[src/sv/lr_pkg.sv]
package lr_pkg;

   localparam int COORD_BITS_DEFAULT = 6;
   localparam int COLOR_BITS = 4;

   typedef enum logic {
      ALU_ADD,
      ALU_SUB
   } alu_op_type;

   typedef struct packed {
      logic neg;
      logic zero;
   } alu_flags_type;

endpackage

[src/sv/lr_alu.sv]
module lr_alu #(
   parameter int WIDTH = lr_pkg::COORD_BITS_DEFAULT + 3
) (
   input  logic [WIDTH-1:0]    op_a,
   input  logic [WIDTH-1:0]    op_b,
   input  lr_pkg::alu_op_type  op,
   output logic [WIDTH-1:0]    result,
   output lr_pkg::alu_flags_type flags
);
   import lr_pkg::*;

   logic [WIDTH-1:0] b_eff;
   logic             carry_in;

   // Subtraction is the two's complement add of the inverted operand.
   assign b_eff    = (op == ALU_SUB) ? ~op_b : op_b;
   assign carry_in = (op == ALU_SUB);
   assign result   = op_a + b_eff + WIDTH'(carry_in);

   assign flags.neg  = result[WIDTH-1];
   assign flags.zero = (result == '0);

endmodule

[src/sv/line_rasterizer.sv]
// Bresenham line rasterizer. A command (start point, end point, color) is
// taken when req_ready is high, and the pixels of the line are then sent
// on the rsp_ channel from the start point through the end point, the end
// point flagged by rsp_last_pixel. All arithmetic runs through one shared
// add/subtract unit under a small sequencer, so the block accepts no new
// command until the last pixel of the current one has been transferred.
// Setup steps through capture, two deltas with their magnitudes, the
// steepness compare and the axis load. Each pixel then passes through
// one output state plus major step, error add, error test and, if taken,
// error subtract and minor step, the output state holding for as long as
// the consumer keeps rsp_ready low.
module line_rasterizer #(
   parameter int COORD_BITS = lr_pkg::COORD_BITS_DEFAULT
) (
   input  logic                          clock,
   input  logic                          reset,
   input  logic                          req_valid,
   output logic                          req_ready,
   input  logic [COORD_BITS-1:0]         req_start_x,
   input  logic [COORD_BITS-1:0]         req_start_y,
   input  logic [COORD_BITS-1:0]         req_end_x,
   input  logic [COORD_BITS-1:0]         req_end_y,
   input  logic [lr_pkg::COLOR_BITS-1:0] req_color,
   output logic                          rsp_valid,
   input  logic                          rsp_ready,
   output logic [COORD_BITS-1:0]         rsp_pixel_x,
   output logic [COORD_BITS-1:0]         rsp_pixel_y,
   output logic [lr_pkg::COLOR_BITS-1:0] rsp_pixel_color,
   output logic                          rsp_last_pixel
);
   import lr_pkg::*;

   // Room for twice the error term, which reaches about three times the
   // major delta, plus a sign bit.
   localparam int EW = COORD_BITS + 3;
   localparam logic [EW-1:0] ONE = EW'(1);

   typedef enum logic [3:0] {
      ST_IDLE,
      ST_DX,
      ST_ABSX,
      ST_DY,
      ST_ABSY,
      ST_CMP,
      ST_LOAD,
      ST_EMIT,
      ST_MSTEP,
      ST_EADD,
      ST_ETEST,
      ST_ESUB,
      ST_NSTEP
   } state_type;

   state_type state_ff;

   logic [COORD_BITS-1:0] sx_ff, sy_ff, ex_ff, ey_ff;
   logic [COLOR_BITS-1:0] color_ff;
   logic [EW-1:0]         dx_ff, dy_ff, dmaj_ff, dmin_ff, err_ff;
   logic                  xneg_ff, yneg_ff, steep_ff, mdec_ff, ndec_ff;
   logic [COORD_BITS-1:0] m_ff, n_ff, m1_ff;

   logic [EW-1:0]  alu_a, alu_b, alu_result;
   alu_op_type     alu_op;
   alu_flags_type  alu_flags;
   logic           last;

   lr_alu #(
      .WIDTH(EW)
   ) u_alu (
      .op_a  (alu_a),
      .op_b  (alu_b),
      .op    (alu_op),
      .result(alu_result),
      .flags (alu_flags)
   );

   always_comb begin
      alu_a  = '0;
      alu_b  = '0;
      alu_op = ALU_ADD;
      case (state_ff)
         ST_DX: begin
            alu_a  = EW'(ex_ff);
            alu_b  = EW'(sx_ff);
            alu_op = ALU_SUB;
         end
         ST_ABSX: begin
            alu_b  = dx_ff;
            alu_op = ALU_SUB;
         end
         ST_DY: begin
            alu_a  = EW'(ey_ff);
            alu_b  = EW'(sy_ff);
            alu_op = ALU_SUB;
         end
         ST_ABSY: begin
            alu_b  = dy_ff;
            alu_op = ALU_SUB;
         end
         ST_CMP: begin
            alu_a  = dx_ff;
            alu_b  = dy_ff;
            alu_op = ALU_SUB;
         end
         ST_MSTEP: begin
            alu_a  = EW'(m_ff);
            alu_b  = ONE;
            alu_op = mdec_ff ? ALU_SUB : ALU_ADD;
         end
         ST_EADD: begin
            alu_a  = err_ff;
            alu_b  = dmin_ff;
         end
         ST_ETEST: begin
            alu_a  = {err_ff[EW-2:0], 1'b0};
            alu_b  = dmaj_ff;
            alu_op = ALU_SUB;
         end
         ST_ESUB: begin
            alu_a  = err_ff;
            alu_b  = dmaj_ff;
            alu_op = ALU_SUB;
         end
         ST_NSTEP: begin
            alu_a  = EW'(n_ff);
            alu_b  = ONE;
            alu_op = ndec_ff ? ALU_SUB : ALU_ADD;
         end
         default: begin
            alu_a  = '0;
            alu_b  = '0;
            alu_op = ALU_ADD;
         end
      endcase
   end

   assign last = (m_ff == m1_ff);

   always_ff @(posedge clock) begin
      if (reset) begin
         state_ff <= ST_IDLE;
      end else begin
         case (state_ff)
            ST_IDLE: begin
               if (req_valid) begin
                  sx_ff    <= req_start_x;
                  sy_ff    <= req_start_y;
                  ex_ff    <= req_end_x;
                  ey_ff    <= req_end_y;
                  color_ff <= req_color;
                  state_ff <= ST_DX;
               end
            end
            ST_DX: begin
               dx_ff    <= alu_result;
               xneg_ff  <= alu_flags.neg;
               state_ff <= ST_ABSX;
            end
            ST_ABSX: begin
               if (xneg_ff) begin
                  dx_ff <= alu_result;
               end
               state_ff <= ST_DY;
            end
            ST_DY: begin
               dy_ff    <= alu_result;
               yneg_ff  <= alu_flags.neg;
               state_ff <= ST_ABSY;
            end
            ST_ABSY: begin
               if (yneg_ff) begin
                  dy_ff <= alu_result;
               end
               state_ff <= ST_CMP;
            end
            ST_CMP: begin
               // A negative column-minus-row extent means rows are major.
               steep_ff <= alu_flags.neg;
               state_ff <= ST_LOAD;
            end
            ST_LOAD: begin
               m_ff     <= steep_ff ? sy_ff : sx_ff;
               n_ff     <= steep_ff ? sx_ff : sy_ff;
               m1_ff    <= steep_ff ? ey_ff : ex_ff;
               dmaj_ff  <= steep_ff ? dy_ff : dx_ff;
               dmin_ff  <= steep_ff ? dx_ff : dy_ff;
               mdec_ff  <= steep_ff ? yneg_ff : xneg_ff;
               ndec_ff  <= steep_ff ? xneg_ff : yneg_ff;
               err_ff   <= '0;
               state_ff <= ST_EMIT;
            end
            ST_EMIT: begin
               if (rsp_ready) begin
                  state_ff <= last ? ST_IDLE : ST_MSTEP;
               end
            end
            ST_MSTEP: begin
               m_ff     <= alu_result[COORD_BITS-1:0];
               state_ff <= ST_EADD;
            end
            ST_EADD: begin
               err_ff   <= alu_result;
               state_ff <= ST_ETEST;
            end
            ST_ETEST: begin
               // The minor axis steps only when twice the error strictly
               // exceeds the major delta.
               if (!alu_flags.neg && !alu_flags.zero) begin
                  state_ff <= ST_ESUB;
               end else begin
                  state_ff <= ST_EMIT;
               end
            end
            ST_ESUB: begin
               err_ff   <= alu_result;
               state_ff <= ST_NSTEP;
            end
            ST_NSTEP: begin
               n_ff     <= alu_result[COORD_BITS-1:0];
               state_ff <= ST_EMIT;
            end
            default: begin
               state_ff <= ST_IDLE;
            end
         endcase
      end
   end

   assign req_ready       = (state_ff == ST_IDLE);
   assign rsp_valid       = (state_ff == ST_EMIT);
   assign rsp_pixel_x     = steep_ff ? n_ff : m_ff;
   assign rsp_pixel_y     = steep_ff ? m_ff : n_ff;
   assign rsp_pixel_color = color_ff;
   assign rsp_last_pixel  = last;

endmodule
[config.mk]
export PLATFORM = sky130hd
export DESIGN_NAME = line_rasterizer
export DESIGN_NICKNAME = d
export VERILOG_FILES = /design/src/sv/lr_pkg.sv /design/src/sv/lr_alu.sv /design/src/sv/line_rasterizer.sv
export SDC_FILE = /design/constraint.sdc
export NUM_CORES = 1
export LEC_CHECK = 0
export ABC_AREA = 0
export ABC_CLOCK_PERIOD_IN_PS = 3400
export BUFFER_PORTS_ARGS = -buffer_cell sky130_fd_sc_hd__buf_2
export CAP_MARGIN = 20
export CELL_PAD_IN_SITES_DETAIL_PLACEMENT = 0
export CELL_PAD_IN_SITES_GLOBAL_PLACEMENT = 1
export CORE_UTILIZATION = 44
export DETAILED_ROUTE_END_ITERATION = 7
export PLACE_DENSITY = 0.87
export SLEW_MARGIN = 25
export SYNTH_ARGS = -nofsm -noshare
export SYNTH_HDL_FRONTEND = slang
export SYNTH_SLANG_ARGS = --single-unit
[constraint.sdc]
create_clock -name clock -period 3.4 [get_ports clock]
set_input_delay 0.34 -clock clock [delete_from_list [all_inputs] [get_ports clock]]
set_output_delay 0.34 -clock clock [all_outputs]
set_load 0.01 [all_outputs]
## Word level (Yosys, flattened, before mapping)

Cells that the tools add are included.

| storage, ports and cells | value |
|---|---|
| bits of input ports | 32 |
| bits in latches | 0 |
| register bits | 100 |
| memories kept | 0 |
| word-level logic and storage cells | 94 |
| bits in read-only memories | 0 |
| output and inout port bits | 19 |
| memory bits (writable) | 0 |

| operators by class | value |
|---|---|
| bitwise operators | 2 |
| shift operators | 0 |
| div/mod/pow operators | 0 |
| equality and inequality tests | 17 |
| reduce and logical (&&, ||, !) cells | 27 |
| add/subtract/negate cells | 2 |
| muxes and demuxes | 27 |
| multiply operators | 0 |
| $lt $le $gt $ge | 0 |

Operator list:

| operator | count |
|---|---|
| 9-bit case mux with 7 select lines | 2 |
| 9-bit case mux with 2 select lines | 3 |
| 4-bit case mux with 12 select lines | 1 |
| 9-bit two-way mux | 5 |
| 6-bit two-way mux | 5 |
| 6-bit case mux with 2 select lines | 2 |
| 4-bit equality test (second input constant) | 5 |
| 4-bit by 3-bit equality test with 1-bit output (second input constant) | 4 |
| 4-bit two-way mux | 4 |
| 2-bit AND reduction | 8 |
| 2-bit nonzero test | 5 |
| 2-bit OR reduction | 5 |
| 9-bit by 1-bit adder with 9-bit output | 1 |
| 9-bit adder | 1 |
| 9-bit logical NOT | 1 |
| 9-bit NOT | 1 |
| 3-bit AND reduction | 3 |
| 4-bit by 2-bit equality test with 1-bit output (second input constant) | 2 |
| 7-bit OR reduction | 1 |
| 6-bit equality test | 1 |
| 2-bit inequality test (second input constant) | 3 |
| 4-bit by 1-bit equality test with 1-bit output (second input constant) | 1 |
| 4-bit logical NOT | 1 |
| 1-bit two-way mux | 4 |
| 5 further kinds | 6 |

## Longest topological paths before layout

| logic depth | value |
|---|---|
| depth after elaboration | 12 |
| depth in mapped cells | 15 |
| depth with buffers taken out | 14 |

## Modules after synthesis

A second synthesis with hierarchy kept.

| second synthesis, totals | value |
|---|---|
| cell total of the unflattened synthesis | 415 |
| area, all modules | 5,290.1 um^2 |

Modules (own cells, without submodules):

| module | area each (um^2) | sequential area each (um^2) | cells an instance | instances |
|---|---|---|---|---|
| line_rasterizer | 4,838.4 | 2,962.8 | 362 | 1 |
| lr_alu | 451.7 | 0.0 | 53 | 1 |

## Worst setup path after synthesis

Ideal clock, no wire load.

| timing path | value |
|---|---|
| path kind | reg2reg |
| start point | reg state_ff[3] |
| end point | reg state_ff[2] |
| required time | 3,280 ps |
| clock period less this slack | 3,788 ps |
| data arrival time | 3,668 ps |
| cell stages (with the launch flop) | 16 |
| library setup time | 120 ps |
| setup slack | -388 ps |
| path buffers | 3 |
| cell sequence | dfxtp_1 > buf_6 > buf_2 > clkbuf_1 > nor3_1 > a222oi_1 > a32o_1 > fa_1 > a21o_1 > a21oi_1 > o21bai_1 > a21oi_1 > o21ai_0 > xnor2_1 > inv_1 > o31a_1 |

RTL lines:

| element | RTL line | text |
|---|---|---|
| start, declared | line_rasterizer.sv:54 | `state_type state_ff;` |
| start signal, assigned | line_rasterizer.sv:194 | `state_ff <= last ? ST_IDLE : ST_MSTEP;` |

==> reports/qor.txt <==
clock slew at reported path FFs = 70 ps
CTS sink count = 100
post-route antenna net violation count = 0
number of enable flip-flop cells after synthesis = 96
worst hold-check slack = 150 ps
Worst path max stage delay = 430 ps
setup violation total in the final timing report = 0
master of the slowest instance on the critical path = sky130_fd_sc_hd__fa_2
DRC viols = 4
chip height = 111 microns
all-layer global routing usage = 0.229
Antenna Cells = 0
Die Footprint = 0.0124 sq mm
worst endpoint data arrival time = 3470 ps
Layout Area Growth over Synthesis = 22.7%
Final nets = 555
CTS hold repair buffers = 0
Yosys warnings = 0
largest fanout on the critical path = 10
port bufs = 50
later-pin clock latency in the skew report = 360 ps
maximum ir drop on the vdd rail = 0.000266 V
core region area = 0.0116 sq mm
total power consumption of the routed design = 3.05 mW
wire length reported by the detailed router = 13.7 mm
violated checks = design-rule violations
family with the most delay on the worst path = compound AO/OA/AOI/OAI gates
required arrival time at the worst endpoint = 3650 ps
routed wirelength normalized by instance count = 20.7 microns
IO Pins = 51
Worst setup SP type = register
wire length of the first global-routing pass = 21.3 mm
initial core utilization = 0.456
sum of met3 wire segment lengths after detailed routing = 898 microns
Min Clock Period, post-route = 3220 ps
result of the run = finished with violations
ratio of final minimum period to clock period = 0.947
number of rows in the core area = 39
HPWL reported at the end of detailed placement = 10.1 mm
unrepaired setup endpoints after global routing = no
total power density per cell area = 472 mW/mm^2
most numerous cell on the critical path = sky130_fd_sc_hd__a21oi_2
detailed router's first-iteration violation count = 363
achievable frequency = 311 MHz
buffers from clock root to sink, at most = 2
flop2flop setup slack = 180 ps
reported max-cap violation count = 0
top cell type's share of synthesized area = 0.547
antenna violations before repair = 0
Commonest cells post-synth = 96 x sky130_fd_sc_hd__edfxtp_1, 38 x sky130_fd_sc_hd__mux2_2, 34 x sky130_fd_sc_hd__nand2_1
Post-Route M1 WL = 5.50 mm
Slew headroom = 0.324
final RePlAce weighted congestion = 0.860
number of global-route vias before repair = 4044
kind of critical path = reg -> reg
Hold Vio Cnt, Final = 0
ranking of synthesized cells by area = sky130_fd_sc_hd__edfxtp_1 55%, sky130_fd_sc_hd__mux2_2 8.1%, sky130_fd_sc_hd__nand2_1 2.4%
total number of vias = 3999
most instantiated flip-flop cell in the synthesis netlist = sky130_fd_sc_hd__edfxtp_1
utilization after layout = 0.559
worst slew pin tran = 1010 ps
CTS Buf Count = 9
leading cell type by number of instances after synthesis = sky130_fd_sc_hd__edfxtp_1
wire length on met2 = 6.73 mm
number of distinct standard cells referenced by the synthesized netlist = 61
clock tree from TritonCTS = done
Top Metal Used = met4
category of the worst setup path capture point = register
share of synthesized area occupied by flip-flops and latches = 0.562
buffers plus inverters on the worst setup path = 3
async set-or-reset flop fraction in the synthesized netlist = 0
least setup slack across all paths after layout = 182 ps
final setup skew = 9.84 ps
clock root cell = sky130_fd_sc_hd__clkbuf_16
combined area of all synthesized cells = 0.00527 sq mm
Synth area leader = sky130_fd_sc_hd__edfxtp_1
final max-slew violation count = 0
Post-Syn Instances = 414
leakage power of the design = 2.43 nW
x dimension of the die = 111 microns
ratio of cells with drive above 1 in the final layout = 0.381
global-route congestion overflow total = 0
crit path cell chain = buf_2 > nand2b_1 > nor3_1 > buf_4 > a222oi_1 > nand3_1 > fa_2 > a21o_1 > a21oi_2 > o21bai_1 > a21oi_2 > o21ai_1 > xnor2_1 > inv_1 > o31a_1
first-pass iteration count of the detailed router = 7
maximum number of pins on one net before global-route repair = 29
post-synthesis register bit count = 100
setup slack after placement = -75.9 ps
post-synth net total = 454
Post-Syn Area per Cell = 12.7 sq um
worst hold path class = in -> reg
number of vias per cell = 6.03
CTS HTree Levels = 3
-- layout make-up --
| class | count | area (sq um) |
|---|---|---|
| Clock buffer | 10 | 229 |
| Clock inverter | 6 | 82.6 |
| Fill cell | 923 | 5100 |
| Inverter | 9 | 33.8 |
| Multi-Input combinational cell | 281 | 2220 |
| Sequential cell | 100 | 2980 |
| Tap cell | 143 | 179 |
| Timing Repair Buffer | 114 | 751 |
-- state kept, by name, indices dropped and copies added (netlist names), 9 cells and up --
| name | cells |
|---|---|
| dmaj_ff | 9 |
| dmin_ff | 9 |
| dx_ff | 9 |
| dy_ff | 9 |
| err_ff | 9 |
-- metal layers --
layer	global-route usage	vias up
li1	-	1833
met3	0.0386	44
met2	0.372	181
met1	0.291	1941
met5	0	-
met4	0.133	0
-- what timing repair did --
item | CTS | global route
gates resized for setup | 4 | 15
setup endpoints to repair | 8 | 11
buffers inserted | 0 | 4
pin swaps | 0 | 6
-- cell usage in the layout, fill, tap and decap left out, types with 9 or more instances in the layout --
cell                         n
sky130_fd_sc_hd__mux2_2     38
sky130_fd_sc_hd__a222oi_1   11
sky130_fd_sc_hd__a22oi_1    13
sky130_fd_sc_hd__edfxtp_1   96
sky130_fd_sc_hd__inv_1       9
sky130_fd_sc_hd__o21ai_0    14
sky130_fd_sc_hd__buf_2      52
sky130_fd_sc_hd__buf_4      60
sky130_fd_sc_hd__a21oi_1     9
sky130_fd_sc_hd__clkbuf_16   9
sky130_fd_sc_hd__a22o_1      9
sky130_fd_sc_hd__nand2_1    32
sky130_fd_sc_hd__nor2_1     15
sky130_fd_sc_hd__nand3_1    10
sky130_fd_sc_hd__xnor2_1    10
sky130_fd_sc_hd__mux2i_1    12
-- final timing paths --
check | endpoint | cells after the start | start
worst max-delay path | state_ff[2] | 15 | state_ff[3]
worst min-delay path | sy_ff[5] | 1 | req_start_y[5]
worst max register to register | state_ff[2] | 15 | state_ff[3]
worst min register to register | m1_ff[5] | 1 | ey_ff[5]
-- report_power, final --
part           total (mW)  switching [mW]  internal, mW
Clock                1.08           0.489         0.588
Combinational       0.527           0.295         0.232
Sequential           1.45          0.0351          1.41
-- stage by stage --
stage                     setup TNS [ps]  std cells  cell area, sq um
after detailed placement            -400        643              6090
after floorplan                        0        414              5290
after global routing                   0        663              6470
after global placement             -4.38        643              6090
final                                  0        663              6470
after CTS                              0        659              6400
-- cell families (layout without fill, tap and decap cells) --
kind of cell,after synthesis,count (layout),synth area share
AOI/OAI and AO/OA,100,100,0.147
xor gates and xnor gates,15,15,0.0264
adders and majority gates,8,8,0.0204
buffers and inverters,33,139,0.0271
DFF,100,100,0.562
muxes,51,51,0.107
and+or+nand+nor,107,107,0.110
Note: power is estimated with default switching activity, not from simulation.
